### config.mk
export PLATFORM = sky130hd
export DESIGN_NAME = status_led_pattern_generator_unit_flat
export DESIGN_NICKNAME = d
export VERILOG_FILES = /design/src/slpg_pkg.sv /design/src/slpg_if.sv /design/src/status_led_pattern_generator_unit.sv /design/src/flat_wrapper.sv
export SDC_FILE = /design/constraint.sdc
export NUM_CORES = 1
export LEC_CHECK = 0
export ABC_AREA = 1
export ABC_CLOCK_PERIOD_IN_PS = 5260
export BUFFER_PORTS_ARGS = -buffer_cell sky130_fd_sc_hd__buf_4
export CAP_MARGIN = 20
export CORE_MARGIN = 3
export CORE_UTILIZATION = 50
export CTS_CLUSTER_DIAMETER = 200
export DETAILED_ROUTE_END_ITERATION = 6
export GPL_TIMING_DRIVEN = 1
export HOLD_SLACK_MARGIN = 0.1
export PLACE_DENSITY = 0.73
export SLEW_MARGIN = 20
export SYNTH_ARGS = -nofsm -noshare
export SYNTH_HDL_FRONTEND = slang
export SYNTH_SLANG_ARGS = --single-unit
### constraint.sdc
create_clock -name clk -period 5.26 [get_ports clk]
set_input_delay 1.052 -clock clk [delete_from_list [all_inputs] [get_ports clk]]
set_output_delay 1.052 -clock clk [all_outputs]
set_load 0.05 [all_outputs]
### src/slpg_pkg.sv
// Package for the status LED pattern generator.
// Holds the state codes, configuration register indexes, colours and reset values.
// No dependencies; every other file of the block imports it.
package slpg_pkg;

  typedef logic [2:0]  sys_state_t;
  typedef logic [2:0]  cfg_index_t;
  typedef logic [15:0] cfg_data_t;
  typedef logic [23:0] color_t;
  typedef logic [7:0]  level_t;
  typedef logic [31:0] time_ms_t;

  // System state codes. Codes six and seven behave as the other state.
  localparam sys_state_t ST_STARTUP      = 3'd0;
  localparam sys_state_t ST_SEARCHING    = 3'd1;
  localparam sys_state_t ST_LOCK         = 3'd2;
  localparam sys_state_t ST_TRANSMITTING = 3'd3;
  localparam sys_state_t ST_ERROR        = 3'd4;
  localparam sys_state_t ST_OTHER        = 3'd5;

  // Configuration register indexes.
  localparam cfg_index_t CFG_BLINK_PERIOD  = 3'd0;
  localparam cfg_index_t CFG_FADE_INTERVAL = 3'd1;
  localparam cfg_index_t CFG_FADE_STEP     = 3'd2;
  localparam cfg_index_t CFG_LEVEL_MAX     = 3'd3;
  localparam cfg_index_t CFG_LEVEL_MIN     = 3'd4;

  localparam color_t COLOR_BLUE   = 24'h0000FF;
  localparam color_t COLOR_CYAN   = 24'h00FFFF;
  localparam color_t COLOR_GREEN  = 24'h00FF00;
  localparam color_t COLOR_YELLOW = 24'hFFFF00;
  localparam color_t COLOR_BLACK  = 24'h000000;

  localparam logic [15:0] RST_BLINK_PERIOD  = 16'd1000;
  localparam logic [15:0] RST_FADE_INTERVAL = 16'd20;
  localparam level_t      RST_FADE_STEP     = 8'd2;
  localparam level_t      RST_LEVEL_MAX     = 8'd150;
  localparam level_t      RST_LEVEL_MIN     = 8'd0;

endpackage

### src/slpg_if.sv
// Channel interfaces of the status LED pattern generator: tick input,
// result output and configuration write. Depends on slpg_pkg.

interface slpg_in_if;
  import slpg_pkg::*;
  logic       valid;
  logic       ready;
  time_ms_t   now_ms;
  sys_state_t sys_state;
  logic       state_changed;
  modport source (output valid, now_ms, sys_state, state_changed, input ready);
  modport sink   (input valid, now_ms, sys_state, state_changed, output ready);
endinterface

interface slpg_out_if;
  import slpg_pkg::*;
  logic   valid;
  logic   ready;
  logic   show_valid;
  color_t pixel_color;
  level_t pixel_level;
  modport source (output valid, show_valid, pixel_color, pixel_level, input ready);
  modport sink   (input valid, show_valid, pixel_color, pixel_level, output ready);
endinterface

interface slpg_cfg_if;
  import slpg_pkg::*;
  logic       valid;
  logic       ready;
  cfg_index_t index;
  cfg_data_t  data;
  modport source (output valid, index, data, input ready);
  modport sink   (input valid, index, data, output ready);
endinterface

### src/status_led_pattern_generator_unit.sv
// Status LED pattern generator: one result per tick, one tick per cycle unless stalled.
// Depends on slpg_pkg and the channel interfaces in slpg_if.sv.
//
// Each tick item is turned into its result combinationally: the pattern state
// (level, direction and the two time stamps) is updated and the result register
// loaded at the edge that accepts the tick. A new tick is taken every cycle in
// which the result register is empty or its item is being taken, so the block
// sustains one item per clock; the result appears in the cycle after acceptance.
// Configuration writes are always accepted and should be made while no tick is
// in flight. Register 0 is the blink period, 1 the fade interval, 2 the fade
// step, 3 the maximum level and 4 the minimum level; other indexes are ignored.
module status_led_pattern_generator_unit (
  input  logic       clk,
  input  logic       rst_n,
  slpg_in_if.sink    in_s,
  slpg_out_if.source out_s,
  slpg_cfg_if.sink   cfg_s
);
  import slpg_pkg::*;

  logic [15:0] blink_period_r;
  logic [15:0] fade_interval_r;
  level_t      fade_step_r;
  level_t      level_max_r;
  level_t      level_min_r;

  time_ms_t    blink_stamp_r, blink_stamp_nxt;
  time_ms_t    fade_stamp_r,  fade_stamp_nxt;
  level_t      level_r,       level_nxt;
  logic        rising_r,      rising_nxt;

  logic        out_valid_r;
  logic        show_valid_r,  show_valid_nxt;
  color_t      color_r,       color_nxt;
  level_t      pix_level_r,   pix_level_nxt;

  logic        in_acc;
  time_ms_t    blink_base, fade_base;
  level_t      level_base;
  logic        rising_base;
  time_ms_t    fade_diff, blink_diff;
  logic        fade_due, blink_due;
  logic [8:0]  level_plus, min_plus;

  assign in_s.ready  = rst_n && (!out_valid_r || out_s.ready);
  assign in_acc      = in_s.valid && in_s.ready;
  assign cfg_s.ready = 1'b1;

  assign out_s.valid       = out_valid_r;
  assign out_s.show_valid  = show_valid_r;
  assign out_s.pixel_color = color_r;
  assign out_s.pixel_level = pix_level_r;

  // A state change restarts the pattern before the tick is applied.
  always_comb begin
    blink_base  = in_s.state_changed ? in_s.now_ms : blink_stamp_r;
    fade_base   = in_s.state_changed ? in_s.now_ms : fade_stamp_r;
    level_base  = in_s.state_changed ? level_min_r : level_r;
    rising_base = in_s.state_changed ? 1'b1 : rising_r;
    fade_diff   = in_s.now_ms - fade_base;
    blink_diff  = in_s.now_ms - blink_base;
    fade_due    = fade_diff >= {16'd0, fade_interval_r};
    blink_due   = blink_diff >= {16'd0, blink_period_r};
    level_plus  = {1'b0, level_base} + {1'b0, fade_step_r};
    min_plus    = {1'b0, level_min_r} + {1'b0, fade_step_r};
  end

  always_comb begin
    blink_stamp_nxt = blink_base;
    fade_stamp_nxt  = fade_base;
    level_nxt       = level_base;
    rising_nxt      = rising_base;
    show_valid_nxt  = 1'b1;
    color_nxt       = COLOR_BLACK;
    pix_level_nxt   = level_max_r;
    case (in_s.sys_state)
      ST_STARTUP: begin
        color_nxt = COLOR_BLUE;
      end
      ST_SEARCHING: begin
        if (fade_due) begin
          fade_stamp_nxt = in_s.now_ms;
          if (rising_base) begin
            // level > max - step is the same as level + step > max.
            if (level_plus > {1'b0, level_max_r}) begin
              level_nxt  = level_max_r;
              rising_nxt = 1'b0;
            end else begin
              level_nxt = level_plus[7:0];
            end
          end else begin
            if ({1'b0, level_base} < min_plus) begin
              level_nxt  = level_min_r;
              rising_nxt = 1'b1;
            end else begin
              level_nxt = level_base - fade_step_r;
            end
          end
        end
        color_nxt     = COLOR_CYAN;
        pix_level_nxt = level_nxt;
      end
      ST_LOCK: begin
        color_nxt = COLOR_GREEN;
      end
      ST_TRANSMITTING: begin
        if (blink_due) begin
          level_nxt       = (level_base <= level_min_r) ? level_max_r : level_min_r;
          blink_stamp_nxt = in_s.now_ms;
        end
        color_nxt     = COLOR_YELLOW;
        pix_level_nxt = level_nxt;
      end
      ST_ERROR: begin
        show_valid_nxt = 1'b0;
        color_nxt      = COLOR_BLACK;
        pix_level_nxt  = 8'd0;
      end
      default: begin
        color_nxt = COLOR_BLACK;
      end
    endcase
  end

  always_ff @(posedge clk) begin
    if (!rst_n) begin
      blink_period_r  <= RST_BLINK_PERIOD;
      fade_interval_r <= RST_FADE_INTERVAL;
      fade_step_r     <= RST_FADE_STEP;
      level_max_r     <= RST_LEVEL_MAX;
      level_min_r     <= RST_LEVEL_MIN;
    end else if (cfg_s.valid) begin
      case (cfg_s.index)
        CFG_BLINK_PERIOD:  blink_period_r  <= cfg_s.data;
        CFG_FADE_INTERVAL: fade_interval_r <= cfg_s.data;
        CFG_FADE_STEP:     fade_step_r     <= cfg_s.data[7:0];
        CFG_LEVEL_MAX:     level_max_r     <= cfg_s.data[7:0];
        CFG_LEVEL_MIN:     level_min_r     <= cfg_s.data[7:0];
        default: ;
      endcase
    end
  end

  always_ff @(posedge clk) begin
    if (!rst_n) begin
      blink_stamp_r <= '0;
      fade_stamp_r  <= '0;
      level_r       <= '0;
      rising_r      <= 1'b1;
      out_valid_r   <= 1'b0;
    end else begin
      if (in_acc) begin
        blink_stamp_r <= blink_stamp_nxt;
        fade_stamp_r  <= fade_stamp_nxt;
        level_r       <= level_nxt;
        rising_r      <= rising_nxt;
        out_valid_r   <= 1'b1;
      end else if (out_s.ready) begin
        out_valid_r <= 1'b0;
      end
    end
  end

  always_ff @(posedge clk) begin
    if (in_acc) begin
      show_valid_r <= show_valid_nxt;
      color_r      <= color_nxt;
      pix_level_r  <= pix_level_nxt;
    end
  end

endmodule

### src/flat_wrapper.sv
// flat-port wrapper written by rule: the top's interface ports become plain ports
module status_led_pattern_generator_unit_flat import slpg_pkg::*;
  (clk, rst_n, in_s_valid, in_s_now_ms, in_s_sys_state, in_s_state_changed, in_s_ready, out_s_valid, out_s_show_valid, out_s_pixel_color, out_s_pixel_level, out_s_ready, cfg_s_valid, cfg_s_index, cfg_s_data, cfg_s_ready);
  slpg_in_if in_s_i ();
  slpg_out_if out_s_i ();
  slpg_cfg_if cfg_s_i ();
  input  logic clk;
  input  logic rst_n;
  input wire logic [$bits(in_s_i.valid)-1:0] in_s_valid;
  input wire logic [$bits(in_s_i.now_ms)-1:0] in_s_now_ms;
  input wire logic [$bits(in_s_i.sys_state)-1:0] in_s_sys_state;
  input wire logic [$bits(in_s_i.state_changed)-1:0] in_s_state_changed;
  output wire logic [$bits(in_s_i.ready)-1:0] in_s_ready;
  output wire logic [$bits(out_s_i.valid)-1:0] out_s_valid;
  output wire logic [$bits(out_s_i.show_valid)-1:0] out_s_show_valid;
  output wire logic [$bits(out_s_i.pixel_color)-1:0] out_s_pixel_color;
  output wire logic [$bits(out_s_i.pixel_level)-1:0] out_s_pixel_level;
  input wire logic [$bits(out_s_i.ready)-1:0] out_s_ready;
  input wire logic [$bits(cfg_s_i.valid)-1:0] cfg_s_valid;
  input wire logic [$bits(cfg_s_i.index)-1:0] cfg_s_index;
  input wire logic [$bits(cfg_s_i.data)-1:0] cfg_s_data;
  output wire logic [$bits(cfg_s_i.ready)-1:0] cfg_s_ready;
  assign in_s_i.valid = in_s_valid;
  assign in_s_i.now_ms = in_s_now_ms;
  assign in_s_i.sys_state = in_s_sys_state;
  assign in_s_i.state_changed = in_s_state_changed;
  assign in_s_ready = in_s_i.ready;
  assign out_s_valid = out_s_i.valid;
  assign out_s_show_valid = out_s_i.show_valid;
  assign out_s_pixel_color = out_s_i.pixel_color;
  assign out_s_pixel_level = out_s_i.pixel_level;
  assign out_s_i.ready = out_s_ready;
  assign cfg_s_i.valid = cfg_s_valid;
  assign cfg_s_i.index = cfg_s_index;
  assign cfg_s_i.data = cfg_s_data;
  assign cfg_s_ready = cfg_s_i.ready;
  status_led_pattern_generator_unit u_core (.clk(clk), .rst_n(rst_n), .in_s(in_s_i), .out_s(out_s_i), .cfg_s(cfg_s_i));
endmodule
==> out/results.md <==
| Quantity | Reported | Unit |
|:---|:---|:---|
| Placer congestion estimate | 0.977 | - |
| Delay of the slowest critical-path stage | 0.44 | ns |
| Final total negative setup slack | 0 | ns |
| Cell types with the largest area share after synthesis | sky130_fd_sc_hd__nand2_1 (20%), sky130_fd_sc_hd__dfxtp_1 (18%), sky130_fd_sc_hd__ha_1 (12%) | - |
| Wire length of the first global-routing pass | 78600 | um |
| CP top delay family | simple AND/OR/NAND/NOR gates | - |
| Top fanout value on the critical path | 32 | - |
| Count of routing violations after the opening detailed-route iteration | 1672 | - |
| Leakage power figure | 9.06 | nW |
| Final Max Slew Viols | 0 | - |
| Area of the core | 28900 | um2 |
| Sequential share of the synthesized area | 20.2 | % |
| Root cell of the clock tree | sky130_fd_sc_hd__clkbuf_16 | - |
| Max Freq | 203 | MHz |
| Nets in the synthesized netlist | 2719 | - |
| Core occupancy in the finished layout | 57.8 | % |
| Width of the chip | 177 | um |
| Number of global-route vias before repair | 15200 | - |
| Xor/xnor cell area share of the yosys netlist | 2.68 | % |
| Share of cells above drive strength 1 | 8.94 | % |
| Final wirelength | 49700 | um |
| Number of max-capacitance violations reported | 0 | - |
| Mean cell area of the mapped netlist | 5.85 | um2 |
| Clock tree from TritonCTS | built | - |
| Num CTS Buffers | 17 | - |
| Share of power burned in the clock network | 31.6 | % |
| Total setup buffers inserted after CTS | 0 | - |
| FFs w/ async S/R, synth | 0 | % |
| Filler cell count | 2955 | - |
| Num rows | 62 | - |
| Min Hold Slack | 0.465 | ns |
| Combinational family with the most area after synthesis | simple AND/OR/NAND/NOR gates | - |
| Endpoint class of the critical path | flop | - |
| Sw Share | 39.9 | % |
| Quantity of hold-fixing buffers added after cts | 0 | - |
| Layout Cells excl Fill | 3001 | - |
| Portion of synthesized cell area occupied by the leading cell type | 19.9 | % |
| Final layout net count | 2814 | - |
| Cell with the biggest individual delay on the critical path | sky130_fd_sc_hd__nor2_2 | - |
| Share of synthesized cell area in full adder, half adder and majority cells | 13.0 | % |
| Total vias in the final route | 16300 | - |
| Path class of the lowest-slack min-delay path | reg2reg | - |
| Most frequent CP cell | sky130_fd_sc_hd__nand2_1 | - |
| Number of enable flip-flop cells after synthesis | 12 | - |
| Library cell with the highest instance count after synthesis | sky130_fd_sc_hd__nand2_1 | - |
| Total power | 4.19 | mW |
| Hold violation total from the final report | 0 | - |
| Total global routing overflow | 0 | - |
| Syn Std Cell Area | 14700 | um2 |
| M1 wire length | 21400 | um |
| Critical path arrival | 5.12 | ns |
| Sink count of the clock tree | 142 | - |
| Primary flip-flop cell chosen by synthesis mapping | sky130_fd_sc_hd__dfxtp_1 | - |
| Antenna violations before repair | 0 | - |
| # H-tree levels | 4 | - |
| Half-perimeter wire length of the detailed placement result | 39000 | um |
| Length of routed met3 wiring | 3480 | um |
| Result of the run | complete, no violations | - |
| Most area-hungry cell type in the Yosys netlist | sky130_fd_sc_hd__nand2_1 | - |
| Fin area | 16700 | um2 |
| IO buf count | 94 | - |
| Sequential Area | 2960 | um2 |
| Number of synthesized register bits | 142 | - |
| Number of buffers between clock root and the deepest sink | 2 | - |
| Number of remaining DRC errors | 0 | - |
| Simple-gate share of the synthesized area | 35.6 | % |
| Synth top cells by count | sky130_fd_sc_hd__nand2_1 (779), sky130_fd_sc_hd__inv_1 (427), sky130_fd_sc_hd__nand3_1 (267), sky130_fd_sc_hd__a21oi_1 (249), sky130_fd_sc_hd__ha_1 (145) | - |
| Area occupied by multi-input gates | 9630 | um2 |
| Count of unique library cells instantiated by Yosys | 47 | - |
| Internal Pwr Total | 2.52 | mW |
| Top layer used by detailed routing | met4 | - |
| Crit Path Class | in2reg | - |
| Max Clock Skew | 0.0103 | ns |
| Pwr per Cell Area | 251 | nW/um2 |
| Clock Latency Late Sink | 0.44 | ns |
| Average detailed-routed wire length per instance | 16.6 | um |
| Req. time, crit path | 5.45 | ns |
| Diodes inserted | 0 | - |
| GRT Total Usage | 31.4 | % |
| Worst path bufs/invs | 5 | - |
| Total of endpoints with negative setup slack in the final report | 0 | - |
| Part of the total power dissipated in combinational logic | 40.5 | % |
| Die outline area | 31400 | um2 |
| Syn-to-layout area delta | 13.6 | % |
| Count of TritonRoute iterations in the first routing pass | 6 | - |
| Measured slew at the worst slew-check pin | 0.850 | ns |
| Worst-path clk slew | 0.07 | ns |
| Number of cells after detailed placement | 2969 | - |
| Minimum clock period after layout | 4.93 | ns |
| Pre-CTS worst setup slack | 0.0239 | ns |
| Maximum VDD drop | 0.213 | mV |
| Instance area after placement | 16000 | um2 |
| Net Switching | 1.67 | mW |
| Post-cts repair resize count | 0 | - |
| Synth Area in Compound Gates | 14.1 | % |
| Part of the total power dissipated in sequential elements | 28.0 | % |
| Kind of start point of the critical path | input port | - |
| # IOs | 96 | - |
| Routed wire length on met2 | 22900 | um |
| Starting utilization of the core area | 50.9 | % |
| Final critical-path share of the clock period | 93.7 | % |
| Post-detailed-route via-to-cell ratio | 5.44 | - |
| Largest net degree at the start of global routing | 74 | - |
| Relative slew slack | 43.4 | % |
| Detail Route Antenna Nets | 0 | - |
| Setup repair after global routing missed its margin | false | - |
| DIE HEIGHT | 177 | um |
| Cell count after synthesis | 2509 | - |
| Yosys warning total | 0 | - |
| Multiplexer share of the synthesized area | 0 | % |
| Final worst setup slack | 0.331 | ns |
-- tightest hold or removal path, cell delays in order, from the launching register on --
cell and delay [ns]:
sky130_fd_sc_hd__dfxtp_1 0.31, sky130_fd_sc_hd__nand2_1 0.06, sky130_fd_sc_hd__a21oi_1 0.05
-- power groups by stage --
stage | clock [mW] | combinational [mW] | sequential (mW)
floorplan | 0 | 1.12 | 1.20
global placement | 0 | 1.64 | 1.19
detailed placement | 0 | 1.66 | 1.19
CTS | 1.32 | 1.67 | 1.17
global route | 1.37 | 1.90 | 1.18
finish | 1.32 | 1.69 | 1.17
-- final cells by class --
cell class / count / area share (%)
clock buffer: 20 / 2.93
clock inverter: 12 / 0.863
inverter: 433 / 9.75
multi-input combinational: 1838 / 57.8
sequential: 142 / 17.8
tap: 384 / 2.88
timing repair buffer: 172 / 8.04
-- cells by family (layout without fill, tap and decap cells) --
group	Yosys count	in the layout
other cells	1	1
simple gates	1252	1252
flops	142	142
buf+inv	529	637
fa+ha+maj	150	150
compound gates	390	390
xor+xnor	45	45
-- path summary, 6_finish.rpt --
path	from	end	slack [ns]	cells past startpoint
setup / recovery	in_s_state_changed	u_core.out_s.pixel_level[2]	0.33	27
hold reg to reg	u_core.fade_stamp_r[23]	u_core.fade_stamp_r[23]	0.47	2
setup reg to reg	u_core.level_min_r[1]	u_core.out_s.pixel_level[0]	0.94	24
hold / removal	u_core.fade_stamp_r[23]	u_core.fade_stamp_r[23]	0.47	2
-- layout by cell type, fill, tap and decap left out, types with 5 or more instances in the layout --
cell type / n
sky130_fd_sc_hd__o21bai_1: 13
sky130_fd_sc_hd__and2_1: 5
sky130_fd_sc_hd__nor3_1: 14
sky130_fd_sc_hd__xnor2_1: 6
sky130_fd_sc_hd__inv_2: 7
sky130_fd_sc_hd__nand4_1: 19
sky130_fd_sc_hd__xor2_1: 39
sky130_fd_sc_hd__nor2_1: 137
sky130_fd_sc_hd__o211ai_1: 15
sky130_fd_sc_hd__nand2_1: 778
sky130_fd_sc_hd__inv_1: 425
sky130_fd_sc_hd__nand2_2: 6
sky130_fd_sc_hd__nand3_1: 267
sky130_fd_sc_hd__fa_1: 5
sky130_fd_sc_hd__a211oi_1: 5
sky130_fd_sc_hd__nand3b_1: 8
sky130_fd_sc_hd__inv_6: 5
sky130_fd_sc_hd__a21oi_1: 249
sky130_fd_sc_hd__edfxtp_1: 12
sky130_fd_sc_hd__clkbuf_16: 19
sky130_fd_sc_hd__dfxtp_1: 130
sky130_fd_sc_hd__o21ai_0: 92
sky130_fd_sc_hd__buf_4: 168
sky130_fd_sc_hd__ha_1: 145
-- registers in the layout, indices dropped and copies added, names as in the netlist --
| name | cells |
|---|---|
| u_core.level_min_r | 8 |
| u_core.blink_period_r | 16 |
| u_core.out_s.valid | 1 |
| u_core.fade_interval_r | 16 |
| u_core.fade_step_r | 8 |
| u_core.out_s.pixel_color | 3 |
| u_core.rising_r | 1 |
| u_core.blink_stamp_r | 32 |
| u_core.level_max_r | 8 |
| u_core.level_r | 8 |
| u_core.out_s.pixel_level | 8 |
| u_core.fade_stamp_r | 32 |
| u_core.out_s.show_valid | 1 |
-- per-layer routing --
metal  up-vias  global-route usage, %
met3       116                   4.90
met5         -                      0
met2       646                   52.3
li1       8170                      -
met1      7406                   40.7
met4         0                   12.4
Power figures use the tool's default switching activity.
